### src/rtl/psr_pkg.sv
`default_nettype none
// ----------------------------------------------------------------------------
// psr_pkg: shared types and constants of the polyphase sinc resampler
// widths, request codes and the controller to datapath command bundle
// ----------------------------------------------------------------------------
package psr_pkg;

    localparam int HALF_WINDOW_DEF = 16;
    localparam int PHASE_COUNT_DEF = 512;
    localparam int SAMPLE_BITS_DEF = 24;

    localparam int COEF_BITS   = 18;
    localparam int INDEX_BITS  = 14;
    localparam int STEP_BITS   = 32;
    localparam int POS_BITS    = 60;
    localparam int FRAC_BITS   = 28;
    localparam int MAX_OUT     = 8;

    localparam logic [STEP_BITS-1:0] UNITY_STEP = 32'h1000_0000;
    localparam logic [STEP_BITS-1:0] MIN_STEP   = 32'h0200_0000;

    typedef enum logic [1:0] {
        REQ_COEF  = 2'd0,
        REQ_SAMPLE = 2'd1,
        REQ_FLUSH = 2'd2,
        REQ_NONE  = 2'd3
    } t_req;

    // controller to datapath commands
    typedef struct packed {
        logic coef_wr;    // write coefficient from input item
        logic hist_fill;  // fill history with the new sample
        logic hist_push;  // shift history, new sample or repeat newest
        logic use_repeat; // pushed value is the newest sample
        logic idx_inc;    // advance input index
        logic mac_clr;    // clear accumulator, latch phase
        logic mac_en;     // one tap product into accumulator
        logic pos_adv;    // advance output position
    } t_cmd;

    // datapath to controller status
    typedef struct packed {
        logic due;        // an output is due at current position
    } t_stat;

endpackage
`default_nettype wire

### src/rtl/psr_ctrl.sv
`default_nettype none
// ----------------------------------------------------------------------------
// psr_ctrl: sequencer of the resampler
// takes one item, drives the tap loop, hands results to the output register
// ----------------------------------------------------------------------------
module psr_ctrl #(
    parameter int HALF_WINDOW = psr_pkg::HALF_WINDOW_DEF,
    parameter int SAMPLE_BITS = psr_pkg::SAMPLE_BITS_DEF
) (
    input  wire                              i_clk,
    input  wire                              i_rst_n,
    input  wire                              i_valid,
    output logic                             o_ready,
    input  wire [1:0]                        i_type,
    input  wire [psr_pkg::STEP_BITS-1:0]     i_step,
    input  wire psr_pkg::t_stat              i_stat,
    input  wire signed [SAMPLE_BITS-1:0]     i_sample,
    input  wire signed [SAMPLE_BITS-1:0]     i_result,
    output psr_pkg::t_cmd                    o_cmd,
    output logic [$clog2(2*HALF_WINDOW)-1:0] o_tap,
    output logic                             o_valid,
    input  wire                              i_ready,
    output logic signed [SAMPLE_BITS-1:0]    o_data,
    output logic                             o_last
);
    localparam int TAPS  = 2 * HALF_WINDOW;
    localparam int TAP_W = $clog2(TAPS);
    localparam int FC_W  = $clog2(HALF_WINDOW + 1);
    localparam int CNT_W = $clog2(psr_pkg::MAX_OUT + 1);
    localparam int TAIL  = 3;

    typedef enum logic [2:0] {S_IDLE, S_CHECK, S_MAC, S_TAIL, S_EMIT, S_WAIT} t_state;

    t_state            r_state;
    logic [TAP_W-1:0]  r_tap;
    logic [1:0]        r_tail;
    logic [FC_W-1:0]   r_flush;
    logic              r_started;
    logic [CNT_W-1:0]  r_cnt;
    logic              r_valid, r_last;
    logic signed [SAMPLE_BITS-1:0] r_data;
    logic              w_acc, w_unity, w_more;

    assign o_ready = (r_state == S_IDLE) && !r_valid;
    assign w_acc   = i_valid && o_ready;
    assign w_unity = (i_step == psr_pkg::UNITY_STEP);
    assign o_tap   = r_tap;
    assign o_valid = r_valid;
    assign o_data  = r_data;
    assign o_last  = r_last;
    // another result follows the current one
    assign w_more  = (r_cnt < CNT_W'(psr_pkg::MAX_OUT)) && i_stat.due;

    always_comb begin
        o_cmd = '0;
        if (w_acc) begin
            case (i_type)
                psr_pkg::REQ_COEF: o_cmd.coef_wr = 1'b1;
                psr_pkg::REQ_SAMPLE: begin
                    if (r_flush == '0) begin
                        o_cmd.hist_fill = !r_started;
                        o_cmd.hist_push = r_started;
                        o_cmd.idx_inc   = 1'b1;
                    end
                end
                psr_pkg::REQ_FLUSH: begin
                    if (r_started && r_flush < FC_W'(HALF_WINDOW)) begin
                        o_cmd.hist_push  = 1'b1;
                        o_cmd.use_repeat = 1'b1;
                        o_cmd.idx_inc    = 1'b1;
                    end
                end
                default: ;
            endcase
        end
        if (r_state == S_CHECK && i_stat.due) o_cmd.mac_clr = 1'b1;
        if (r_state == S_MAC) o_cmd.mac_en = 1'b1;
        if (r_state == S_EMIT && !r_valid) o_cmd.pos_adv = 1'b1;
    end

    always_ff @(posedge i_clk) begin
        if (!i_rst_n) begin
            r_state   <= S_IDLE;
            r_tap     <= '0;
            r_tail    <= '0;
            r_flush   <= '0;
            r_started <= 1'b0;
            r_cnt     <= '0;
            r_valid   <= 1'b0;
            r_last    <= 1'b0;
        end else begin
            if (r_valid && i_ready) r_valid <= 1'b0;
            case (r_state)
                S_IDLE: begin
                    if (w_acc) begin
                        r_cnt <= '0;
                        if (o_cmd.idx_inc) begin
                            if (i_type == psr_pkg::REQ_SAMPLE) begin
                                r_started <= 1'b1;
                                if (w_unity) begin
                                    r_valid <= 1'b1;
                                    r_last  <= 1'b1;
                                    r_data  <= i_sample;
                                end else begin
                                    r_state <= S_CHECK;
                                end
                            end else begin
                                r_flush <= r_flush + 1'b1;
                                if (!w_unity) r_state <= S_CHECK;
                            end
                        end
                    end
                end
                S_CHECK: begin
                    r_state <= i_stat.due ? S_MAC : S_IDLE;
                    r_tap   <= '0;
                end
                S_MAC: begin
                    r_tap <= r_tap + 1'b1;
                    if (r_tap == TAP_W'(TAPS - 1)) begin
                        r_state <= S_TAIL;
                        r_tail  <= '0;
                    end
                end
                S_TAIL: begin
                    r_tail <= r_tail + 1'b1;
                    if (r_tail == 2'(TAIL - 1)) r_state <= S_EMIT;
                end
                S_EMIT: begin
                    if (!r_valid) begin
                        r_data  <= i_result;
                        r_cnt   <= r_cnt + 1'b1;
                        r_state <= S_WAIT;
                    end
                end
                S_WAIT: begin
                    // position advanced; decide if another output is due
                    if (!r_valid) begin
                        r_valid <= 1'b1;
                        r_last  <= !w_more;
                        r_tap   <= '0;
                        // next output goes through check to latch its phase
                        if (w_more) begin
                            r_state <= S_CHECK;
                        end else begin
                            r_state <= S_IDLE;
                        end
                    end
                end
                default: r_state <= S_IDLE;
            endcase
        end
    end
endmodule
`default_nettype wire

### config.mk
export PLATFORM = sky130hd
export DESIGN_NAME = psr_ctrl
export DESIGN_NICKNAME = d
export VERILOG_FILES = /design/src/rtl/psr_pkg.sv /design/src/rtl/psr_ctrl.sv
export SDC_FILE = /design/constraint.sdc
export NUM_CORES = 1
export LEC_CHECK = 0
export ABC_AREA = 0
export CORE_MARGIN = 2
export CORE_UTILIZATION = 27
export CTS_CLUSTER_SIZE = 30
export DETAILED_ROUTE_END_ITERATION = 8
export DONT_BUFFER_PORTS = 1
export GPL_TIMING_DRIVEN = 1
export PLACE_DENSITY = 0.45
export SETUP_SLACK_MARGIN = 0.15
export SYNTH_ARGS = -nofsm -noshare
export SYNTH_HDL_FRONTEND = slang
export SYNTH_SLANG_ARGS = --single-unit
### constraint.sdc
create_clock -name i_clk -period 5.03 [get_ports i_clk]
set_input_delay 1.006 -clock i_clk [delete_from_list [all_inputs] [get_ports i_clk]]
set_output_delay 1.006 -clock i_clk [all_outputs]
set_load 0.005 [all_outputs]
Yosys cells after proc, flatten, opt, wreduce, memory -nomap -nowiden
Cells that the tools add are included.

Add/subtract/negate cells: 4. $lt $le $gt $ge: 2. Eq/ne operators: 19. Mux-type cells: 48. Bitwise gates (word level): 1. Reduce and logical (&&, ||, !) cells: 25.

Operator list (number): $mux 24 (5); $pmux 24 s2 (1); $eq 32x29->1 const B (1); $mux 3 (8); $mux 1 (19); $pmux 3 s6 (1); $pmux 5 s3 (1); $ne 2x2->1 const B (7); $reduce_and 7->1 (2); $add 5x1->5 const B (2); $mux 5 (2); $mux 4 (2); $pmux 1 s2 (4); $pmux 4 s2 (1); $reduce_and 4->1 (2); $logic_and 1x1->1 (7); $eq 3x2->1 const B (2); $eq 3x3->1 const B (2); $mux 2 (3); $reduce_and 6->1 (1); $reduce_bool 2->1 (3); $eq 5x5->1 const B (1); $logic_not 5->1 (1); $lt 5x5->1 const B (1); 15 further kinds (20).

Flip-flop bits (word level): 46. Input bits: 87. Word-level logic and storage cells: 108.

Longest topological paths before layout
Gate-level depths: netlist (run 1).

Word-level depth: 8. Mapped depth: 7. Depth with buffers taken out: 7.

Worst setup path after synthesis (run 1)
OpenSTA, ideal clock, no wires.

Kind: input-to-reg. Start point: in i_type[1]. End point: reg r_data[0] (netlist: o_data[0]), enable pin. Setup time: 0.442 ns. Arrival time: 3.955 ns. Data required time: 4.588 ns. Setup slack: 0.633 ns. Cell stages on the path: 6. Cells stage by stage: inv_1 -> ha_1 -> nand4bb_1 -> o21ai_1 -> or4b_4 -> a211oi_1.

Cells in the longest elaborated chain, start to end: 5. Elaborated cells on any way between the ends: 7. Classes of those cells: eq/ne: 4; mux: 2; reduce/logical: 1.

Ends and longest elaborated chain: from (decl) (line psr_ctrl.sv:14) `input wire [1:0] i_type,`; $eq 2x2->1 or $eq 2x1->1 (tied branches) (line psr_ctrl.sv:57, psr_ctrl.sv:98); $pmux 1 s2 (line psr_ctrl.sv:57) `case (i_type)`; $mux 5 (line psr_ctrl.sv:56) `if (w_acc) begin`; $ne 2x2->1 (no line); $reduce_and 7->1 (no line) (*); to (signal assigned) (line psr_ctrl.sv:103) `r_data <= i_sample;`; to (signal assigned) (line psr_ctrl.sv:131) `r_data <= i_result;`; to (decl) (line psr_ctrl.sv:41) `logic signed [SAMPLE_BITS-1:0] r_data;`.

Mark *: on every way between the ends. The rest lies on a longest branch, timed or not. A chain may end at the register's enable or synchronous reset.

==> impl_metrics.env, run 1 <==
export IMPL_cts_path_max_buffers=2
export IMPL_gp_congestion=0.736
export IMPL_synth_nets=303
export IMPL_drt_iter0_markers=55
export IMPL_ir_drop_v=0.0000855
export IMPL_drt_wl_total_mm=5.07
export IMPL_ant_nets=0
export IMPL_drt_pass1_iterations=4
export IMPL_crit_slowest_cell="o21ai_1"
export IMPL_path_cells="inv_1, ha_1, nand4bb_1, o21ai_1, and3_1, and2_1"
export IMPL_die_width_um=96.9
export IMPL_p_int_mw=0.527
export IMPL_p_sw_mw=0.174
export IMPL_critPathArrivalTime_ns=2.07
export IMPL_cts_root_buffer="clkbuf_8"
export IMPL_r2r_end="o_data[9]"
export IMPL_switching_share_pct=24.9
export IMPL_critPathKind="input pin to primary output"
export IMPL_drv_slew=0
export IMPL_synthMuxAreaShare_pct=13.3
export IMPL_synth_top_family_by_area="simple AND/OR/NAND/NOR gates"
export IMPL_die_h_um=96.9
export IMPL_synth_edf_count=24
export IMPL_yosys_area_share_simple_pct=18.5
export IMPL_dr_total_vias=1608
export IMPL_skew_ns=0.00660
export IMPL_rr_worst_depth=5
export IMPL_hold_path_depth=2
export IMPL_dp_hpwl_mm=3.89
export IMPL_pwr_share_comb_pct=8.2
export IMPL_drc=0
export IMPL_cellPowerDensity_nw_per_um2=277
export IMPL_ys_async_sr_fraction_pct=0
export IMPL_synth_area_um2=2330
export IMPL_max_freq_mhz=325
export IMPL_place_area_um2=2440
export IMPL_drt_wirelength_per_cell_um=16.2
export IMPL_worst_slew_pin_slew_ns=1.16
export IMPL_synthXorXnorAreaFrac_pct=1.50
export IMPL_worstHoldStart="r_tail[0]"
export IMPL_drive_above_1_share_pct=18.7
export IMPL_fin_area_um2=2530
export IMPL_min_period_ns=3.08
export IMPL_io_pins=127
export IMPL_clkTransAtPathRegs_ns=0.08
export IMPL_fin_crit_sh_pct=61.2
export IMPL_grt_ovfl_total=0
export IMPL_max_cap_violations=0
export IMPL_cts_sinks=46
export IMPL_maxSlewHeadroom_pct=22.9
export IMPL_cts_buffers=5
export IMPL_synth_seq_cells=46
export IMPL_synth_cell_type_count=46
export IMPL_via_per_inst=5.12
export IMPL_mostFrequentLayoutCells="24 x mux2_2, 24 x edfxtp_1, 22 x dfxtp_1, 14 x nor2_1"
export IMPL_dieArea_um2=9380
export IMPL_area_growth_pct=8.87
export IMPL_r2r_setup_slack_ns=2.56
export IMPL_synth_fa_ha_area_share_pct=4.84
export IMPL_hold_class="register to register"
export IMPL_r2r_start="r_state[0]"
export IMPL_initial_core_util_pct=28.1
export IMPL_post_cts_setup_buffers=0
export IMPL_ys_seq_area_share_pct=49.9
export IMPL_grt_pass1_vias=1535
export IMPL_crit_cells=6
export IMPL_crit_path_max_fanout=4
export IMPL_hold_buffers=0
export IMPL_cts_resized=0
export IMPL_ys_warn_count=0
export IMPL_cts_tree="done"
export IMPL_synth_cells=207
export IMPL_crit_buf_inv=1
export IMPL_worstHoldEndpoint="r_tail[0]"
export IMPL_core_um2=8300
export IMPL_grt_max_degree=25
export IMPL_antenna_found_initial=0
export IMPL_synth_avg_cell_area_um2=11.2
export IMPL_seqCellArea_um2=1160
export IMPL_critPathCaptureType="primary output"
export IMPL_fp_row_count=33
export IMPL_synth_compound_area_share_pct=8.87
export IMPL_slowest_delay_ns=0.27
export IMPL_track_usage_pct=10.4
export IMPL_ctsHtreeMaxLevel=2
export IMPL_start_kind="input pin"
export IMPL_startpoint="i_type[1]"
export IMPL_grt_setup_unrepaired="false"
export IMPL_port_buffers=0
export IMPL_finalSetupTns_ns=0
export IMPL_setup_viol=0
export IMPL_place_inst=306
export IMPL_cp_top_family="simple AND/OR/NAND/NOR gates"
export IMPL_seqPwrFrac_pct=59.1
export IMPL_clock_latency_ns=0.30
export IMPL_status="completed"
export IMPL_layout_nets=304
export IMPL_required_ns=4.02
export IMPL_diodes=0
export IMPL_hold_violations=0
export IMPL_clkPwrFrac_pct=32.7
export IMPL_power_leakage_nw=0.824
export IMPL_multiInputGateArea_um2=1110
export IMPL_grt_pass1_wl_mm=7.96
export IMPL_fillers=858
export IMPL_synthFlopType="edfxtp_1"
export IMPL_layout_cells_non_filler=314
export IMPL_worst_hold_slack_ns=0.464
==> stage by stage <==
stage               power (mW)  setup slack [ns]  utilization [%]
floorplan                0.468             0.633                -
global placement         0.483              1.91             29.5
detailed placement       0.482              1.86             29.5
CTS                      0.716              1.93             30.5
global route             0.737              1.81             30.5
finish                   0.701              1.95             30.5
==> state kept, by name, indices dropped and copies added (netlist names) <==
name       cells
r_flush        5
r_tail         2
o_data        24
o_tap          5
r_cnt          4
o_last         1
o_valid        1
r_state        3
r_started      1
==> power by group through the flow <==
stage	logic, mW	registers [mW]	clock network [mW]
floorplan	0.0511	0.417	0
global placement	0.0592	0.424	0
detailed placement	0.0587	0.424	0
CTS	0.0589	0.415	0.242
global route	0.0653	0.417	0.255
finish	0.0574	0.415	0.229
==> layout make-up <==
class / count / area share (%)
clock buffers: 5 / 2.71
clock inverters: 3 / 0.839
inverters: 9 / 1.33
multi-input cells: 145 / 43.8
flip-flops and latches: 46 / 45.8
well taps: 105 / 5.18
repair buffers: 1 / 0.296
==> metal layers <==
layer | vias to the layer above | GRT usage [%] | routed length, um
met5 | - | 0 | 0
met4 | 0 | 2.60 | 28
met2 | 68 | 15.7 | 2290
met1 | 760 | 13.7 | 2310
li1 | 778 | - | -
met3 | 2 | 4.62 | 440
==> how the worst max path moves through the flow <==
stage                  to
2_1_floorplan   o_data[0]
3_3_place_gp    o_data[9]
3_5_place_dp   o_data[12]
4_1_cts          o_cmd[5]
5_1_grt          o_cmd[5]
6_report         o_cmd[5]
==> synth_stat cells (2+ instances only) <==
master,n,area [um^2]
edfxtp_1,24,721
mux2_2,24,270
dfxtp_1,22,440
nor2_1,15,56.3
ha_1,9,113
inv_1,9,33.8
nor4_1,9,56.3
a21oi_1,8,40.0
nand2_1,7,26.3
nand3_1,7,35.0
o21ai_0,7,35.0
mux2i_1,4,40.0
nand2b_1,4,25.0
nand4_1,4,25.0
nor2b_1,4,25.0
or3_1,4,25.0
and2_1,3,18.8
and3_1,3,18.8
buf_2,3,15.0
clkbuf_1,3,11.3
nand3b_1,3,22.5
nor3_1,3,15.0
a211oi_1,2,15.0
a41oi_1,2,17.5
xnor2_1,2,17.5
xor2_1,2,17.5
==> worst min-delay path, cell delays in order (launching register included) <==
cell,delay [ns]
dfxtp_1,0.32
nand2_1,0.05
a21oi_1,0.05
==> kinds of logic (layout without fill, tap and decap cells) <==
group	count (synthesis)	in the layout
xor gates and xnor gates	4	4
adders and majority gates	9	9
AOI/OAI and AO/OA	31	31
and+or+nand+nor	73	73
DFF	46	46
muxes	28	28
buffers and inverters	16	18
(Power assumes the default switching activity.)
==> run 2, diff against run 1 <==
--- a/config.mk
+++ b/config.mk
@@ -12,7 +12,7 @@
 export DETAILED_ROUTE_END_ITERATION = 8
 export DONT_BUFFER_PORTS = 1
 export GPL_TIMING_DRIVEN = 1
-export PLACE_DENSITY = 0.45
+export PLACE_DENSITY = 0.47
 export SETUP_SLACK_MARGIN = 0.15
 export SYNTH_ARGS = -nofsm -noshare
 export SYNTH_HDL_FRONTEND = slang
==> constraint.sdc (replaced) <==
create_clock -name i_clk -period 2.56 [get_ports i_clk]
set_input_delay 0.512 -clock i_clk [delete_from_list [all_inputs] [get_ports i_clk]]
set_output_delay 0.512 -clock i_clk [all_outputs]
set_load 0.005 [all_outputs]
==> impl_metrics.env, run 2 (same netlist as run 1, synthesis figures left out) <==
export IMPL_crit_path_max_fanout=3
export IMPL_fin_crit_sh_pct=85.7
export IMPL_crit_cells=7
export IMPL_hold_class="input pin to register"
export IMPL_cts_tree="done"
export IMPL_crit_slowest_cell="dfxtp_1"
export IMPL_drt_wl_total_mm=5.26
export IMPL_min_period_ns=2.19
export IMPL_grt_max_degree=25
export IMPL_area_growth_pct=14.7
export IMPL_gp_congestion=0.722
export IMPL_port_buffers=0
export IMPL_power_leakage_nw=0.890
export IMPL_hold_buffers=0
export IMPL_skew_ns=0.00241
export IMPL_startpoint="r_flush[0]"
export IMPL_die_h_um=96.9
export IMPL_drv_slew=0
export IMPL_clkTransAtPathRegs_ns=0.08
export IMPL_initial_core_util_pct=28.1
export IMPL_drc=0
export IMPL_grt_pass1_wl_mm=8.12
export IMPL_io_pins=127
export IMPL_antenna_found_initial=0
export IMPL_crit_buf_inv=2
export IMPL_final_util_pct=32.2
export IMPL_crit_path_end="o_cmd[5]"
export IMPL_worst_hold_slack_ns=0.336
export IMPL_p_sw_mw=0.329
export IMPL_status="completed"
export IMPL_grt_ovfl_total=0
export IMPL_place_inst=313
export IMPL_pwr_share_comb_pct=8.6
export IMPL_critPathCaptureType="primary output"
export IMPL_track_usage_pct=10.7
export IMPL_start_kind="register"
export IMPL_cts_sinks=46
export IMPL_maxSlewHeadroom_pct=46.3
export IMPL_cts_path_max_buffers=2
export IMPL_core_um2=8300
export IMPL_drt_iter0_markers=48
export IMPL_layout_nets=311
export IMPL_finalSetupTns_ns=0
export IMPL_cts_root_buffer="clkbuf_8"
export IMPL_r2r_start="r_flush[0]"
export IMPL_r2r_end="o_data[10]"
export IMPL_via_per_inst=5.19
export IMPL_max_freq_mhz=456
export IMPL_switching_share_pct=21.0
export IMPL_ctsHtreeMaxLevel=2
export IMPL_layout_cells_non_filler=321
export IMPL_hold_violations=0
export IMPL_slowest_delay_ns=0.33
export IMPL_diodes=0
export IMPL_largest_register_ffs=24
export IMPL_dp_hpwl_mm=4.15
export IMPL_ir_drop_v=0.000235
export IMPL_clkPwrFrac_pct=40.0
export IMPL_die_width_um=96.9
export IMPL_grt_setup_unrepaired="false"
export IMPL_clock_latency_ns=0.29
export IMPL_required_ns=2.05
export IMPL_critPathKind="register to primary output"
export IMPL_dr_total_vias=1665
export IMPL_r2r_setup_slack_ns=0.37
export IMPL_drive_above_1_share_pct=22.2
export IMPL_total_power_mw=1.57
export IMPL_cellPowerDensity_nw_per_um2=586
export IMPL_post_cts_setup_buffers=0
export IMPL_max_cap_violations=0
export IMPL_seqPwrFrac_pct=51.4
export IMPL_cp_top_family="simple AND/OR/NAND/NOR gates"
export IMPL_critPathArrivalTime_ns=1.68
export IMPL_cts_buffers=5
export IMPL_drt_pass1_iterations=4
export IMPL_cts_resized=0
export IMPL_grt_pass1_vias=1599
export IMPL_ant_nets=0
export IMPL_setup_viol=0
export IMPL_path_cells="inv_1, ha_1, nand4bb_1, o21ai_2, buf_4, and3_1, and2_1"
export IMPL_mostFrequentLayoutCells="24 x mux2_2, 24 x edfxtp_1, 22 x dfxtp_1, 14 x nor2_1, 9 x nor4_1"
export IMPL_rr_worst_depth=7
export IMPL_drt_wirelength_per_cell_um=16.4
export IMPL_p_int_mw=1.24
export IMPL_dieArea_um2=9380
export IMPL_fp_row_count=33
export IMPL_worst_slew_pin_slew_ns=0.798
==> run 2: cell types whose count changed in the layout (fill, tap and decap cells not counted), sizes merged <==
cell,previous run,this run
buf,1,8
bufinv,0,2
clkinv,2,1
clkinvlp,1,0
==> run 2: stage by stage <==
stage / worst slack (ns) / cell area [um^2]
after global placement: 0.215 / 2540
after CTS: 0.352 / 2670
after detailed placement: 0.178 / 2540
final: 0.367 / 2670
after global routing: 0.244 / 2670
after floorplan: -0.0943 / 2370
==> run 2: worst min path at each step <==
stage,cells after the start,startpoint,slack (ns),endpoint
after global routing,1,i_rst_n,0.33,r_state[2]
after CTS,1,i_rst_n,0.33,r_flush[4]
final,1,i_rst_n,0.34,r_flush[4]
after detailed placement,2,r_tail[0],0.45,r_tail[0]
after global placement,2,r_tail[0],0.44,r_tail[0]
after floorplan,2,r_tail[0],0.43,r_tail[0]
==> run 2: power groups by stage <==
| stage | logic [mW] | clock network, mW | registers [mW] |
|---|---|---|---|
| 2_1_floorplan | 0.107 | 0 | 0.819 |
| 3_3_place_gp | 0.137 | 0 | 0.823 |
| 3_5_place_dp | 0.138 | 0 | 0.823 |
| 4_1_cts | 0.138 | 0.657 | 0.806 |
| 5_1_grt | 0.153 | 0.681 | 0.808 |
| 6_report | 0.134 | 0.627 | 0.805 |
==> run 2: per-layer routing <==
metal	global-route usage [%]	share of wire (%)	vias up
met5	0	0	-
met4	2.60	0.51	0
met3	4.05	8.3	3
met2	17.8	48	77
met1	13.0	43	792
li1	-	-	793
==> run 2: area by class of cell <==
| cell class | instances | area [um^2] |
|---|---|---|
| clock buffers | 5 | 68.8 |
| fillers | 867 | 5630 |
| well taps | 105 | 131 |
| inverters | 9 | 46.3 |
| multi-input cells | 145 | 1130 |
| flip-flops and latches | 46 | 1160 |
| repair buffers | 8 | 72.6 |
| clock inverters | 3 | 63.8 |
